[src/design/rlt_ram.sv]
// generic single-port write, single-port read ram with registered read
// no dependencies
module rlt_ram #(
   parameter int WIDTH = 8,
   parameter int DEPTH = 16
) (
   input  logic                     clock,
   input  logic                     wr_en,
   input  logic [$clog2(DEPTH)-1:0] wr_addr,
   input  logic [WIDTH-1:0]         wr_data,
   input  logic [$clog2(DEPTH)-1:0] rd_addr,
   output logic [WIDTH-1:0]         rd_data
);

   logic [WIDTH-1:0] mem [DEPTH];

   // write port and registered read port
   always_ff @(posedge clock) begin
      if (wr_en) mem[wr_addr] <= wr_data;
      rd_data <= mem[rd_addr];
   end

endmodule

[config.mk]
export PLATFORM = sky130hd
export DESIGN_NAME = rlt_ram
export DESIGN_NICKNAME = d
export VERILOG_FILES = /design/src/design/rlt_ram.sv
export SDC_FILE = /design/constraint.sdc
export NUM_CORES = 1
export LEC_CHECK = 0
export BUFFER_PORTS_ARGS = -buffer_cell sky130_fd_sc_hd__clkbuf_2
export CORE_ASPECT_RATIO = 0.8
export CORE_MARGIN = 3
export CORE_UTILIZATION = 65
export DETAILED_ROUTE_END_ITERATION = 12
export HOLD_SLACK_MARGIN = 0.1
export PLACE_DENSITY = 0.92
export SYNTH_ARGS = -nofsm -noshare
export SYNTH_HDL_FRONTEND = slang
export SYNTH_SLANG_ARGS = --single-unit
[constraint.sdc]
create_clock -name clock -period 4.9 [get_ports clock]
set_input_delay 0.98 -clock clock [delete_from_list [all_inputs] [get_ports clock]]
set_output_delay 0.98 -clock clock [all_outputs]
set_load 0.01 [all_outputs]
Word-level counts from Yosys, hierarchy flattened
Memory sizes are Yosys's and may differ from the RTL's. A register that Yosys moved wholly into a read port is not among the register bits.
Index checks and enable logic that the tools add are counted.
{ "word_totals": {"reg_bits": 0, "ramBits": 128, "in_bits": 18, "out_inout_bits": 8, "word_cells": 3, "mem_count": 1} }
{ "classes": {"n_mux": 2} }
{ "memory_table": {"columns": ["memory", "depth", "word_bits", "read_ports", "rd_clocked_by_memory_dff", "write_ports", "line_no", "text"], "rows": [
  ["mem", 16, 8, 1, 1, 1, "15", "logic [WIDTH-1:0] mem [DEPTH];"]
]} }
{ "ops": {"columns": ["cell", "count"], "rows": [
  ["2-to-1 mux 1 bit", 2]
]} }

Longest topological paths before layout
{ "logic_depth": {"depth_word": 2, "mapped_depth": 5, "mapped_depth_nobuf": 3} }

Least setup slack after synthesis
Ideal clock, no wire load.
{ "synth_path": {"path_kind": "input port to flip-flop", "startpoint": "input wr_addr[2]", "endpoint": "memory mem[0][0] (enable)", "setup_time_ns": 0.383, "arrival_ns": 2.090, "required_ns": 4.517, "slack_ns": 2.427, "stages": 2, "n_path_buf": 0, "cell_sequence": "or3b_2 > nor3_1"} }
{ "synth_rtl": {"columns": ["element", "line_no", "text"], "rows": [
  ["start: declaration", "9", "input logic [$clog2(DEPTH)-1:0] wr_addr,"],
  ["end: declaration", "15", null]
]} }
Straight into the memory's write port.

==> impl_results.md <==
* Hold WS at 0.684 ns
* Tightest Pin Transition at 1.30 ns
* Tot GR Track Use at 0.246
* Post-Synth Simple-Gate Area at 0.0318
* Internal power at 2.15 mW
* Core area at 7530 µm²
* Global route overflow at 0
* PnR worst setup slack at 2.41 ns
* RSZ-0062 raised after global routing: false
* Combinational share of power at 0.043
* Sequential Power Share at 0.489
* 1st-iter DRT viols at 222
* Setup violators final at 0
* Adder and majority cell fraction of the synthesized area at 0
* Initial antenna violation count at 0
* Post-CTS setup-driven buffer insertion count at 0
* R2R cell count at 3
* I/O pin count at 26
* Crit start category: primary input
* CTS clk-pin slew, worst paths at 0.06 ns
* WL/cell at 25.7 µm
* CTS resizes at 0
* Min-delay src: mem[7][1]
* CTS Root Cell: clkbuf_8
* DRC at 0
* RD Place Congestion at 0.781
* Nets at 285
* Place WS at 1.84 ns
* PwrDens at 451 nW/µm²
* Slack of the worst reg-to-reg path at 3.55 ns
* Syn Nets at 247
* Xor and xnor area share after synthesis at 0
* Post-Layout Inst Area at 5940 µm²
* Crit path largest cell delay at 0.70 ns
* Initial Utilization at 0.683
* Synth Cell Area at 5150 µm²
* Placed Area at 5350 µm²
* Final min period at 2.49 ns
* Hold buffers post-CTS at 0
* Syn_area_per_cell at 22.5 µm²
* CP required at 5.30 ns
* CTS Sinks at 136
* Cell chain of the critical path: clkbuf_2, buf_4, mux4_1, a22oi_1, nand2_1
* Total CTS buffers at 17
* Area grow syn2layout at 15.4%
* Synth warn at 0
* Pre-Repair DR Iteration Count at 4
* Reg2reg start: mem[2][6]
* DP HPWL at 5.84 mm
* CP max FO at 27
* Total Neg Setup Slack at 0 ns
* CP Capture Type: flop
* CTS max path bufs at 2
* P_sw at 533 µW
* Worst Hold Depth at 3
* Clk_skew at 0.00918 ns
* Die height at 85.6 µm
* CTS tree: done
* Clk_lat worst skew at 0.51 ns
* Sw Ratio at 0.199
* Pins Over Slew Limit at 0
* FF-to-FF End: rd_data[6]
* Peak supply drop at 0.326 mV
* Fin. Hold Viols at 0
* Max-slew headroom at 0.129
* Leak Pwr at 2.01 nW
* Htree depth at 4
* Cells after synthesis at 229
* Netlist cell types at 19
* Via density at 6.29
* IO Port Bufs at 25
* Max Freq at 402 MHz
* Clock network power share at 0.469
* Post-synthesis sequential area ratio at 0.778
* First-pass GRT wire length at 15.3 mm
* Fraction of layout cells with a size suffix above 1 at 0.282
* Ant diodes at 0
* Maxcap violations at 0
* Mux share of post-synthesis cell area at 0.150
* Commonest non-fill, non-tap cell in the layout: edfxtp_1
* Via count at 2,420
* Die W at 105 µm
* Most frequent cells in the layout: edfxtp_1, clkbuf_2, mux4_2
* Register bit count reported by yosys at 136
* Worst EP arrival at 2.89 ns
* Setup CP Type: in2reg
* Slowest CP cell: clkbuf_2
* Outcome: finished, final reports clean
* Crit share post-route at 0.508
* Largest net degree at the start of global routing at 33
* Worst hold endpoint: rd_data[1]
* Largest family of logic cells by synthesized area: multiplexers
* Placement row count at 28
* HP Class: reg2reg
* Post-synthesis compound-gate area fraction at 0.0233
* Final wirelength at 9.89 mm
* Die area at 9030 µm²
* ANT nets after route at 0
* Vias in the first global route at 2,533
-- metal layers --
metal / global-route usage / wire, µm / vias to the layer above
li1: - / - / 1051
met1: 0.344 / 3940 / 1248
met2: 0.380 / 4950 / 115
met3: 0.0880 / 920 / 6
met4: 0.0682 / 74 / 0
met5: 0 / 0 / -
-- stage by stage --
stage | cells | power, mW | util
after floorplan | 229 | 1.40 | -
after global placement | 353 | 1.44 | 0.710
after detailed placement | 353 | 1.45 | 0.710
after CTS | 385 | 2.70 | 0.789
after global routing | 385 | 2.76 | 0.789
final | 385 | 2.68 | 0.789
-- critical path: cells and delay by family --
kind / cells / cell delay (ns)
multiplexers: 1 / 0.55
buffers and inverters: 2 / 1.01
AO/OA/AOI/OAI: 1 / 0.23
AND/OR/NAND/NOR: 1 / 0.10
-- worst max-delay path by stage --
stage,from,endpoint,cells after the start
3_5_place_dp,wr_addr[2],mem[0][7],3
6_report,rd_addr[0],rd_data[2],5
5_1_grt,rd_addr[0],rd_data[2],5
2_1_floorplan,wr_addr[2],mem[0][0],2
4_1_cts,rd_addr[0],rd_data[2],5
3_3_place_gp,rd_addr[0],rd_data[2],5
-- flip-flops by register name (all words and copies together) (netlist names) --
signal	count
mem	128
rd_data	8
-- kinds of logic after synthesis --
kind of cell | after synthesis
AND/OR/NAND/NOR | 35
AO/OA/AOI/OAI | 16
multiplexers | 32
flip-flops | 136
buffers and inverters | 10
-- area by class of cell --
type                            instances  area [µm²]
Sequential cell                       136        4000
Clock inverter                         12         148
Multi-Input combinational cell         83        1060
Clock buffer                           20         445
Tap cell                              105         131
Timing Repair Buffer                   29         155
Fill cell                             374        1590
-- power by group through the flow --
stage | Combinational [mW] | Sequential, mW | Clock [mW]
finish | 0.115 | 1.31 | 1.26
global route | 0.125 | 1.31 | 1.32
CTS | 0.117 | 1.31 | 1.28
detailed placement | 0.115 | 1.33 | 0
global placement | 0.110 | 1.33 | 0
floorplan | 0.0660 | 1.33 | 0
-- cells in the mapped netlist, drive strengths merged --
master / n / area share
mux4: 32 / 0.15
buf: 7 / 0.011
dfxtp: 8 / 0.031
or3b: 1 / 0.0017
nor2: 13 / 0.0095
and2b: 1 / 0.0015
clkdlybuf4s25: 3 / 0.0058
nor3: 4 / 0.0039
nand3b: 2 / 0.0029
nand2b: 2 / 0.0024
nor2b: 1 / 0.0012
nand3: 1 / 0.00097
nand2: 9 / 0.0066
and2: 1 / 0.0012
a22oi: 16 / 0.023
edfxtp: 128 / 0.75
Note: power is estimated with default switching activity, not from simulation.
